`src/rtl/core/pwra_pkg.sv`:
```
package pwra_pkg;

    localparam int NUM_REGS = 16;
    localparam int ADDR_W   = $clog2(NUM_REGS);
    localparam int DATA_W   = 16;
    localparam int REG_W    = 5;
    localparam int NIB_W    = 4;
    localparam int LANES    = DATA_W / NIB_W;

    typedef enum logic [2:0] {
        CMD_MOVE = 3'd0,
        CMD_SWAP = 3'd1,
        CMD_NOT  = 3'd2,
        CMD_AND  = 3'd3,
        CMD_LOAD = 3'd4
    } cmd_t;

    typedef enum logic [1:0] {
        ST_IDLE,
        ST_EXEC,
        ST_WSRC
    } state_t;

    typedef struct packed {
        logic              en;
        logic [ADDR_W-1:0] addr;
        logic [DATA_W-1:0] data;
    } rf_wr_t;

    typedef struct packed {
        logic [DATA_W-1:0] nd;
        logic [DATA_W-1:0] ns;
        logic              zero;
    } alu_res_t;

    function automatic logic reg_ok(logic [REG_W-1:0] r);
        return (r != '0) && (r <= REG_W'(NUM_REGS));
    endfunction

    function automatic logic [ADDR_W-1:0] reg_idx(logic [REG_W-1:0] r);
        logic [REG_W-1:0] t;
        t = r - REG_W'(1);
        return t[ADDR_W-1:0];
    endfunction

endpackage

```
`src/rtl/core/partial_width_register_alu_top.sv`:
```
// Channel  Direction  Handshake            Fields
// in       input      in_valid/in_ready    command dest_reg src_reg precision load_value
// out      output     out_valid/out_ready  status dest_value src_value zero_flag busy_cycles
//
// One word at a time: accept, a registered read of the register file, then the
// result is registered; swap adds a second step that writes the source register.
// The single write port of the register file makes that second step necessary.
// Reset clears all registers and the zero flag; no clearing pass is needed.
// A stalled result holds the block in its execute cycle; a finished result
// waiting in the output register does not block the next input word.
module partial_width_register_alu_top
    import pwra_pkg::*;
(
    input  logic              clk,
    input  logic              rst_n,
    input  logic              in_valid,
    output logic              in_ready,
    input  logic [2:0]        command,
    input  logic [REG_W-1:0]  dest_reg,
    input  logic [REG_W-1:0]  src_reg,
    input  logic [1:0]        precision,
    input  logic [DATA_W-1:0] load_value,
    output logic              out_valid,
    input  logic              out_ready,
    output logic              status,
    output logic [DATA_W-1:0] dest_value,
    output logic [DATA_W-1:0] src_value,
    output logic              zero_flag,
    output logic [1:0]        busy_cycles
);

    state_t            state_reg, state_next;
    cmd_t              cmd_reg;
    logic [REG_W-1:0]  rd_reg;
    logic [REG_W-1:0]  rs_reg;
    logic [1:0]        p_reg;
    logic [DATA_W-1:0] imm_reg;
    logic [DATA_W-1:0] ns_reg;
    logic              zero_reg, zero_next;
    logic              out_valid_reg;
    logic              status_reg;
    logic [DATA_W-1:0] dval_reg;
    logic [DATA_W-1:0] sval_reg;
    logic [1:0]        busy_reg;

    logic              rd_en;
    rf_wr_t            wr;
    logic [DATA_W-1:0] d_old;
    logic [DATA_W-1:0] s_old;
    alu_res_t          alu;
    logic              d_ok, s_ok, is_alu, is_load, alu_ok;
    logic              wr_d, wr_s, upd_zero, go;
    logic [DATA_W-1:0] nd;
    logic [DATA_W-1:0] dval_next;
    logic [DATA_W-1:0] sval_next;
    logic              status_next;
    logic [1:0]        busy_next;

    pwra_regfile u_rf (
        .clk     (clk),
        .rst_n   (rst_n),
        .rd_en   (rd_en),
        .raddr_a (reg_idx(dest_reg)),
        .raddr_b (reg_idx(src_reg)),
        .wr      (wr),
        .rdata_a (d_old),
        .rdata_b (s_old)
    );

    pwra_alu u_alu (
        .cmd       (cmd_reg),
        .precision (p_reg),
        .d         (d_old),
        .s         (s_old),
        .res       (alu)
    );

    always_comb
    begin
        d_ok     = reg_ok(rd_reg);
        s_ok     = reg_ok(rs_reg);
        is_load  = (cmd_reg == CMD_LOAD);
        is_alu   = (cmd_reg == CMD_MOVE) || (cmd_reg == CMD_SWAP) ||
                   (cmd_reg == CMD_NOT)  || (cmd_reg == CMD_AND);
        alu_ok   = is_alu && d_ok && s_ok;
        wr_d     = (is_load && d_ok) || alu_ok;
        wr_s     = alu_ok && (cmd_reg == CMD_SWAP);
        upd_zero = alu_ok && ((cmd_reg == CMD_NOT) || (cmd_reg == CMD_AND));
        nd       = is_load ? imm_reg : alu.nd;
        zero_next = upd_zero ? alu.zero : zero_reg;

        status_next = (is_load && !d_ok) || (is_alu && !alu_ok);
        busy_next   = alu_ok ? p_reg : 2'd0;

        dval_next = '0;
        if (d_ok)
        begin
            dval_next = wr_d ? nd : d_old;
        end
        sval_next = '0;
        if (s_ok)
        begin
            if (wr_d && (rs_reg == rd_reg))
            begin
                sval_next = nd;
            end
            else if (wr_s)
            begin
                sval_next = alu.ns;
            end
            else
            begin
                sval_next = s_old;
            end
        end
        go = !out_valid_reg || out_ready;
    end

    always_comb
    begin
        state_next = state_reg;
        unique case (state_reg)
            ST_IDLE:
            begin
                if (in_valid)
                begin
                    state_next = ST_EXEC;
                end
            end
            ST_EXEC:
            begin
                if (go)
                begin
                    state_next = wr_s ? ST_WSRC : ST_IDLE;
                end
            end
            ST_WSRC:
            begin
                state_next = ST_IDLE;
            end
            default:
            begin
                state_next = ST_IDLE;
            end
        endcase
    end

    always_comb
    begin
        in_ready = 1'b0;
        rd_en    = 1'b0;
        wr       = '0;
        unique case (state_reg)
            ST_IDLE:
            begin
                in_ready = 1'b1;
                rd_en    = in_valid;
            end
            ST_EXEC:
            begin
                wr.en   = go && wr_d;
                wr.addr = reg_idx(rd_reg);
                wr.data = nd;
            end
            ST_WSRC:
            begin
                wr.en   = 1'b1;
                wr.addr = reg_idx(rs_reg);
                wr.data = ns_reg;
            end
            default:
            begin
                in_ready = 1'b0;
            end
        endcase
    end

    always_ff @(posedge clk or negedge rst_n)
    begin
        if (!rst_n)
        begin
            state_reg     <= ST_IDLE;
            zero_reg      <= 1'b0;
            out_valid_reg <= 1'b0;
        end
        else
        begin
            state_reg <= state_next;
            if (state_reg == ST_EXEC && go)
            begin
                zero_reg      <= zero_next;
                out_valid_reg <= 1'b1;
            end
            else if (out_ready)
            begin
                out_valid_reg <= 1'b0;
            end
        end
    end

    always_ff @(posedge clk)
    begin
        if (in_valid && in_ready)
        begin
            cmd_reg <= cmd_t'(command);
            rd_reg  <= dest_reg;
            rs_reg  <= src_reg;
            p_reg   <= precision;
            imm_reg <= load_value;
        end
        if (state_reg == ST_EXEC && go)
        begin
            ns_reg     <= alu.ns;
            status_reg <= status_next;
            dval_reg   <= dval_next;
            sval_reg   <= sval_next;
            busy_reg   <= busy_next;
        end
    end

    assign out_valid   = out_valid_reg;
    assign status      = status_reg;
    assign dest_value  = dval_reg;
    assign src_value   = sval_reg;
    assign zero_flag   = zero_reg;
    assign busy_cycles = busy_reg;

`ifndef SYNTHESIS
    a_accept_to_exec: assert property (@(posedge clk) disable iff (!rst_n)
        in_valid && in_ready |=> state_reg == ST_EXEC)
        else $error("accepted word did not enter execute");

    a_wsrc_after_exec: assert property (@(posedge clk) disable iff (!rst_n)
        state_reg == ST_WSRC |-> $past(state_reg) == ST_EXEC)
        else $error("source write not preceded by execute");

    a_wsrc_swap_only: assert property (@(posedge clk) disable iff (!rst_n)
        state_reg == ST_WSRC |-> cmd_reg == CMD_SWAP)
        else $error("second write for a non-swap word");

    a_status_busy: assert property (@(posedge clk) disable iff (!rst_n)
        out_valid_reg && status_reg |-> busy_reg == 2'd0)
        else $error("failed word reports nonzero busy");

    a_no_write_idle: assert property (@(posedge clk) disable iff (!rst_n)
        state_reg == ST_IDLE |-> !wr.en)
        else $error("register file write while idle");
`endif

endmodule

```
`src/rtl/core/pwra_regfile.sv`:
```
module pwra_regfile
    import pwra_pkg::*;
(
    input  logic              clk,
    input  logic              rst_n,
    input  logic              rd_en,
    input  logic [ADDR_W-1:0] raddr_a,
    input  logic [ADDR_W-1:0] raddr_b,
    input  rf_wr_t            wr,
    output logic [DATA_W-1:0] rdata_a,
    output logic [DATA_W-1:0] rdata_b
);

    logic [DATA_W-1:0]   mem [NUM_REGS];
    logic [DATA_W-1:0]   qa_reg;
    logic [DATA_W-1:0]   qb_reg;
    logic [NUM_REGS-1:0] vld_reg;
    logic                va_reg;
    logic                vb_reg;

    always_ff @(posedge clk)
    begin
        if (wr.en)
        begin
            mem[wr.addr] <= wr.data;
        end
        if (rd_en)
        begin
            qa_reg <= mem[raddr_a];
            qb_reg <= mem[raddr_b];
        end
    end

    // entries never written read as zero
    always_ff @(posedge clk or negedge rst_n)
    begin
        if (!rst_n)
        begin
            vld_reg <= '0;
            va_reg  <= 1'b0;
            vb_reg  <= 1'b0;
        end
        else
        begin
            if (wr.en)
            begin
                vld_reg[wr.addr] <= 1'b1;
            end
            if (rd_en)
            begin
                va_reg <= vld_reg[raddr_a];
                vb_reg <= vld_reg[raddr_b];
            end
        end
    end

    assign rdata_a = va_reg ? qa_reg : '0;
    assign rdata_b = vb_reg ? qb_reg : '0;

endmodule

```
`src/rtl/core/pwra_alu.sv`:
```
module pwra_alu
    import pwra_pkg::*;
(
    input  cmd_t              cmd,
    input  logic [1:0]        precision,
    input  logic [DATA_W-1:0] d,
    input  logic [DATA_W-1:0] s,
    output alu_res_t          res
);

    logic [DATA_W-1:0] lanes;

    always_comb
    begin
        for (int i = 0; i < LANES; i++)
        begin
            lanes[i*NIB_W +: NIB_W] = (i <= int'(precision)) ? '1 : '0;
        end
    end

    always_comb
    begin
        res.ns = (s & ~lanes) | (d & lanes);
        case (cmd) inside
            CMD_MOVE, CMD_SWAP: res.nd = (d & ~lanes) | (s & lanes);
            CMD_NOT:            res.nd = (d & ~lanes) | (~s & lanes);
            CMD_AND:            res.nd = (d & ~lanes) | (d & s & lanes);
            default:            res.nd = d;
        endcase
        res.zero = ((res.nd & lanes) == '0);
    end

endmodule

```
`config.mk`:
```
export PLATFORM = sky130hd
export DESIGN_NAME = partial_width_register_alu_top
export DESIGN_NICKNAME = d
export VERILOG_FILES = /design/src/rtl/core/pwra_pkg.sv /design/src/rtl/core/partial_width_register_alu_top.sv /design/src/rtl/core/pwra_regfile.sv /design/src/rtl/core/pwra_alu.sv
export SDC_FILE = /design/constraint.sdc
export NUM_CORES = 1
export LEC_CHECK = 0
export BUFFER_PORTS_ARGS = -buffer_cell sky130_fd_sc_hd__buf_2
export CORE_UTILIZATION = 25
export CTS_CLUSTER_SIZE = 28
export DETAILED_ROUTE_END_ITERATION = 7
export GPL_ROUTABILITY_DRIVEN = 0
export SLEW_MARGIN = 20
export SYNTH_ARGS = -nofsm -noshare
export SYNTH_HDL_FRONTEND = slang
export SYNTH_SLANG_ARGS = --single-unit
```
`constraint.sdc`:
```
create_clock -name clk -period 5.1 [get_ports clk]
set_input_delay 1.02 -clock clk [delete_from_list [all_inputs] [get_ports clk]]
set_output_delay 1.02 -clock clk [all_outputs]
set_load 0.02 [all_outputs]
```
# After elaboration in Yosys (flattened, before gate mapping)
# Memories as Yosys holds them, arrays and structs flattened. A register that Yosys moved wholly into a read port is not among the register bits.
# Cells that the tools add are included.
dict set report word_totals {
  reg_bits 104
  ram_bits 256
  in_bits 35
  word_cells 116
  mem_count 1
}
# name words word_bits rd rd_clocked_by_memory_dff write_ports line_no
set memory_table {}
lappend memory_table {u_rf.mem 16 16 2 2 1 pwra_regfile.sv:14} ;# logic [DATA_W-1:0] mem [NUM_REGS];
dict set report op_classes {
  add_sub_neg 4
  order_cmp 9
  eq_ne 9
  mux 29
  bitwise_logic 15
  reduce_logical 33
}
# operator n
set op_table {}
lappend op_table {{2-to-1 mux 16 bit} 9}
lappend op_table {{bitwise AND 16 bit} 8}
lappend op_table {{OR 16 bit} 5}
lappend op_table {{one-hot mux 21 bit (2 select lines)} 1}
lappend op_table {{NOT 16 bit} 2}
lappend op_table {{logical NOT 16 bit} 1}
lappend op_table {{subtractor 4 x 1 -> 4 bit, second input constant} 4}
lappend op_table {{< comparator 4 x 5 -> 1 bit, second input constant} 3}
lappend op_table {{logical AND 1 bit} 14}
lappend op_table {{2-to-1 mux 4 bit} 3}
lappend op_table {{<= comparator 5 bit, second input constant} 2}
lappend op_table {{nonzero test 5 bit} 2}
lappend op_table {{2-to-1 mux 1 bit} 9}
lappend op_table {{binary-select mux 1 bit (select 4 bit)} 2}
lappend op_table {{logical OR 1 bit} 7}
lappend op_table {{== test 3 x 2 -> 1 bit, second input constant} 2}
lappend op_table {{2-to-1 mux 2 bit} 3}
lappend op_table {{== test 5 bit} 1}
lappend op_table {{demux 1 bit (select 4 bit)} 1}
lappend op_table {{greater-or-equal comparator 4 x 1 -> 1 bit, second input constant} 1}
lappend op_table {{<= comparator 2 bit, first input constant} 2}
lappend op_table {{inequality test 2 bit, second input constant} 2}
lappend op_table {{one-hot mux 2 bit (2 select lines)} 1}
lappend op_table {{AND reduction 2 bit} 2}
lappend op_table {{10 further kinds} 12}

# Longest topological paths before layout
dict set report logic_depth {
  ltp_word 15
  ltp_mapped 9
  depth_no_buf 8
}

# Cells and area by module
# A second synthesis with hierarchy kept.
dict set report hier_totals {
  hier_cells 1124
  area_unflattened_um2 19309.8
}
# module n_inst cells_per_inst area_each_um2 seq_area_each_um2
set by_module_without_submodules {}
lappend by_module_without_submodules {pwra_regfile 1 595 13827.0 9098.7}
lappend by_module_without_submodules {partial_width_register_alu_top 1 426 4705.8 2562.5}
lappend by_module_without_submodules {pwra_alu 1 103 777.0 0.0}

# Least setup slack after synthesis
# OpenSTA, ideal clock, no wires.
dict set report synth_path {
  path_kind {input -> register}
  startpoint {input port out_ready}
  endpoint {memory u_rf.mem[5][0], enable pin}
  arrival_time_ns 4.665
  required_ns 4.711
  setup_slack_ns 0.046
  stages 5
  cell_sequence {nor2b_1 > nor2_1 > a31o_2 > nand3_2 > nor2_1}
}
dict set report synth_via {
  elab_chain_cells 5
}
# element line_no
set synth_rtl {}
lappend synth_rtl {{from (decl)} partial_width_register_alu_top.sv:24} ;# input logic out_ready,
lappend synth_rtl {{logical OR 1 bit} partial_width_register_alu_top.sv:116} ;# go = !out_valid_reg || out_ready;
lappend synth_rtl {{logical AND 1 bit} partial_width_register_alu_top.sv:161} ;# wr.en = go && wr_d;
lappend synth_rtl {{one-hot mux 21 bit (2 select lines)} partial_width_register_alu_top.sv:153} ;# unique case (state_reg)
lappend synth_rtl {{2-to-1 mux 1 bit} pwra_regfile.sv:23} ;# if (wr.en)
lappend synth_rtl {{2-to-1 mux 1 bit (implied by the code)} pwra_regfile.sv:25} ;# mem[wr.addr] <= wr.data;
lappend synth_rtl {{to (decl)} pwra_regfile.sv:14}
# Every way passes these cells.

# Worst setup path after layout
dict set report layout_path {
  startpoint {register cmd_reg[2]}
  endpoint {register sval_reg[13] (netlist: src_value[13]) (data pin)}
}
dict set report layout_via {
  elab_chain_cells 9
  word_cells_on_any_way 21
}
# element line_no
set layout_rtl {}
lappend layout_rtl {{from (decl)} partial_width_register_alu_top.sv:33} ;# cmd_t cmd_reg;
lappend layout_rtl {{from (signal assigned)} partial_width_register_alu_top.sv:205} ;# cmd_reg <= cmd_t'(command);
lappend layout_rtl {{== test 3 x 1 -> 1 bit / logical NOT 3 bit (equally long branches)} {partial_width_register_alu_top.sv:83, partial_width_register_alu_top.sv:87}}
lappend layout_rtl {{logical OR 1 bit (2 in a row)} partial_width_register_alu_top.sv:83} ;# is_alu = (cmd_reg == CMD_MOVE) || (cmd_reg == CMD_SWAP) ||
lappend layout_rtl {{logical OR 1 bit} partial_width_register_alu_top.sv:84} ;# (cmd_reg == CMD_NOT) || (cmd_reg == CMD_AND);
lappend layout_rtl {{logical AND 1 bit (2 in a row)} partial_width_register_alu_top.sv:85} ;# alu_ok = is_alu && d_ok && s_ok;
lappend layout_rtl {{logical AND 1 bit / logical OR 1 bit (equally long branches)} {partial_width_register_alu_top.sv:87, partial_width_register_alu_top.sv:86}}
lappend layout_rtl {{2-to-1 mux 16 bit / logical AND 1 bit (equally long branches)} {partial_width_register_alu_top.sv:107, partial_width_register_alu_top.sv:103}}
lappend layout_rtl {{2-to-1 mux 16 bit (*)} partial_width_register_alu_top.sv:103} ;# if (wr_d && (rs_reg == rd_reg))
lappend layout_rtl {{to (signal assigned)} partial_width_register_alu_top.sv:216} ;# sval_reg <= sval_next;
lappend layout_rtl {{to (decl)} partial_width_register_alu_top.sv:43} ;# logic [DATA_W-1:0] sval_reg;
# Every way passes the cells marked *; elsewhere a longest branch is shown, timed or not.
# A chain may end at the register's enable or synchronous reset.

==> flow_metrics.tcl <==
set metrics [dict create \
    outcome "finished clean" \
    wire_per_inst_um 22.54 \
    synth.most_common_cell "edfxtp_1" \
    intPower_mw 6.300 \
    worst_slew_pin_slew_ns 1.144 \
    grt_pass1_vias 10770 \
    drt_iter0_drc 1105 \
    top_register "u_rf.mem" \
    endpoint_kind "register" \
    min_period_over_period 0.7024 \
    worstPathRequired_ns 5.34 \
    dr_wl_met2_mm 24.03 \
    p_sw_mw 2.596 \
    yosysTopAreaCellShare 0.6054 \
    htree_levels 2 \
    ir_drop_v 0.0004631 \
    finalSetupViolations 0 \
    synth_seq_area_share 0.6354 \
    max_freq_ghz 0.2792 \
    firstDrtPassIters 5 \
    rsz0062_at_grt "false" \
    largest_reg_flops 256 \
    met3_length_mm 3.223 \
    swShare 0.2918 \
    routed.top_layer "met4" \
    yosysWarnings 0 \
    seq_power_share 0.471 \
    hold_viol 0 \
    clk-insertion-delay-late_ns 0.59 \
    syn_area_per_cell_um2 17.45 \
    worstReg2RegStart "cmd_reg[2]" \
    clockBufferDepth 3 \
    cts_hold_buffers 0 \
    power.density_nw_per_um2 415.7 \
    hold_path_class "in2async" \
    post_cts_buffers 0 \
    drt-met1-wl_mm 19.18 \
    overflow 0 \
    die_h_um 272.9 \
    synthTopCellsByCount "edfxtp_1 (370), mux4_2 (170), nand2_1 (65)" \
    synth_seq_cells 392 \
    syn_area_um2 18350 \
    ys.flop_type "edfxtp_1" \
    core_area_um2 72100 \
    reg2regPathDepth 5 \
    yosys-top-cells-area "edfxtp_1 (61%), mux4_2 (21%), dfrtp_1 (3.0%)" \
    holdWs_ns 0.4425 \
    cts-buffers-inserted 41 \
    drc 0 \
    ios 73 \
    synth_edf_count 370 \
    async_flop_share 0.05612 \
    power_mw 8.897 \
    relSlewSlack 0.2323 \
    cts_num_sinks 392 \
    nets 1179 \
    die_w_um 272.9 \
    rrSetupSlack_ns 1.52 \
    die_area_um2 74500 \
    final_core_util 0.2968 \
    critPathKind "reg2reg" \
    critPathMaxFanout 18 \
    max-cap-violations 0 \
    r2r-end "src_value[13]" \
    rows 98 \
    drive_above_1_share 0.3450 \
    path_clk_slew_ns 0.07 \
    maxSlewViolCount 0 \
    hpwl_mm 30.81 \
    tns_ns 0 \
    root_buffer "clkbuf_16" \
    crit_start "cmd_reg[2]" \
    clkPwrFrac 0.342 \
    start_kind "register" \
    power_frac_comb 0.187 \
    fin_skew_ns 0.03326 \
    grt_use_total 0.1287 \
    setup_slack_ns 1.518 \
    ant_nets 0 \
    num_vias 10410 \
    portBuffers 72 \
    p_leak_nw 6.930 \
    ys_types 52 \
    ctsResizeCount 0 \
    cts_tree "done" \
    routed_wl_mm 47.81 \
    area_growth_pct 16.60 \
    period_minus_slack_ns 3.582 \
    grt_pass1_wl_mm 71.40 \
    crit_arrival_ns 3.82 \
    antenna_cells 0 \
    grt_max_degree 53 \
    postSynthCellCount 1052 \
    place_ws_ns 1.596 \
    syn_nets 1093 \
    antenna_found_initial 0 \
    synth_top_cell_by_area "edfxtp_1" \
    vias_per_cell 4.906 \
    start_util 0.2545 \
]
[final cells by class]
class                      instances  area (um^2)
fill                            7115        50700
sequential                       392        11660
multi-input combinational        576         6431
tap                              950         1189
clock buffer                      50         1060
timing repair buffer             115        725.7
clock inverter                    26        287.8
inverter                          12        45.04
[cells in the final DEF, fill, tap and decap left out, types with 20 or more instances in the layout]
master / count
clkbuf_16: 41
nand3_1: 37
a21oi_1: 55
buf_2: 70
nand2_1: 65
buf_4: 42
dfrtp_1: 22
nor2_1: 34
mux2i_1: 20
mux4_2: 170
edfxtp_1: 370
[routing by layer]
| layer | vias to the layer above | track usage |
|---|---|---|
| li1 | 4488 | - |
| met1 | 5389 | 0.1626 |
| met2 | 449 | 0.2199 |
| met3 | 80 | 0.02285 |
| met4 | 0 | 0.04719 |
| met5 | - | 0 |
[worst max-delay path: stages, from the launching register on]
cell	delay, ns
edfxtp_1	0.82
nand2_1	0.47
o21ai_2	0.20
nand2_1	0.38
o21ai_1	1.03
o21ai_1	0.32
[power groups by stage]
stage | Combinational, mW | Sequential [mW] | Clock, mW
after floorplan | 1.02 | 4.27 | 0
after global placement | 1.65 | 4.25 | 0
after detailed placement | 1.67 | 4.25 | 0
after CTS | 1.67 | 4.19 | 3.11
after global routing | 1.79 | 4.22 | 3.21
final | 1.66 | 4.19 | 3.05
[how the worst max path moves through the flow]
stage / endpoint / slack, ns
final: src_value[13] / 1.52
after global routing: src_value[13] / 1.38
after CTS: src_value[13] / 1.57
after detailed placement: src_value[13] / 1.60
after global placement: src_value[13] / 1.57
after floorplan: u_rf.mem[5][0] / 0.05
[logic make-up (layout without fill, tap and decap cells)]
family	after synthesis	in the layout	share of synthesized area
buffers and inverters	84	203	0.02120
XOR/XNOR	15	15	0.008591
AND/OR/NAND/NOR	206	206	0.05434
multiplexers	205	205	0.2287
AO/OA/AOI/OAI	144	144	0.04766
flip-flops	392	392	0.6354
adder cells (fa/ha/maj)	6	6	0.004090
[metrics by stage]
| step | cell area, um^2 | cells |
|---|---|---|
| 2_1_floorplan | 18350 | 1052 |
| 3_3_place_gp | 20020 | 2045 |
| 3_5_place_dp | 20030 | 2045 |
| 4_1_cts | 21380 | 2121 |
| 5_1_grt | 21400 | 2121 |
| 6_report | 21400 | 2121 |
Note: power is estimated with default switching activity, not from simulation.
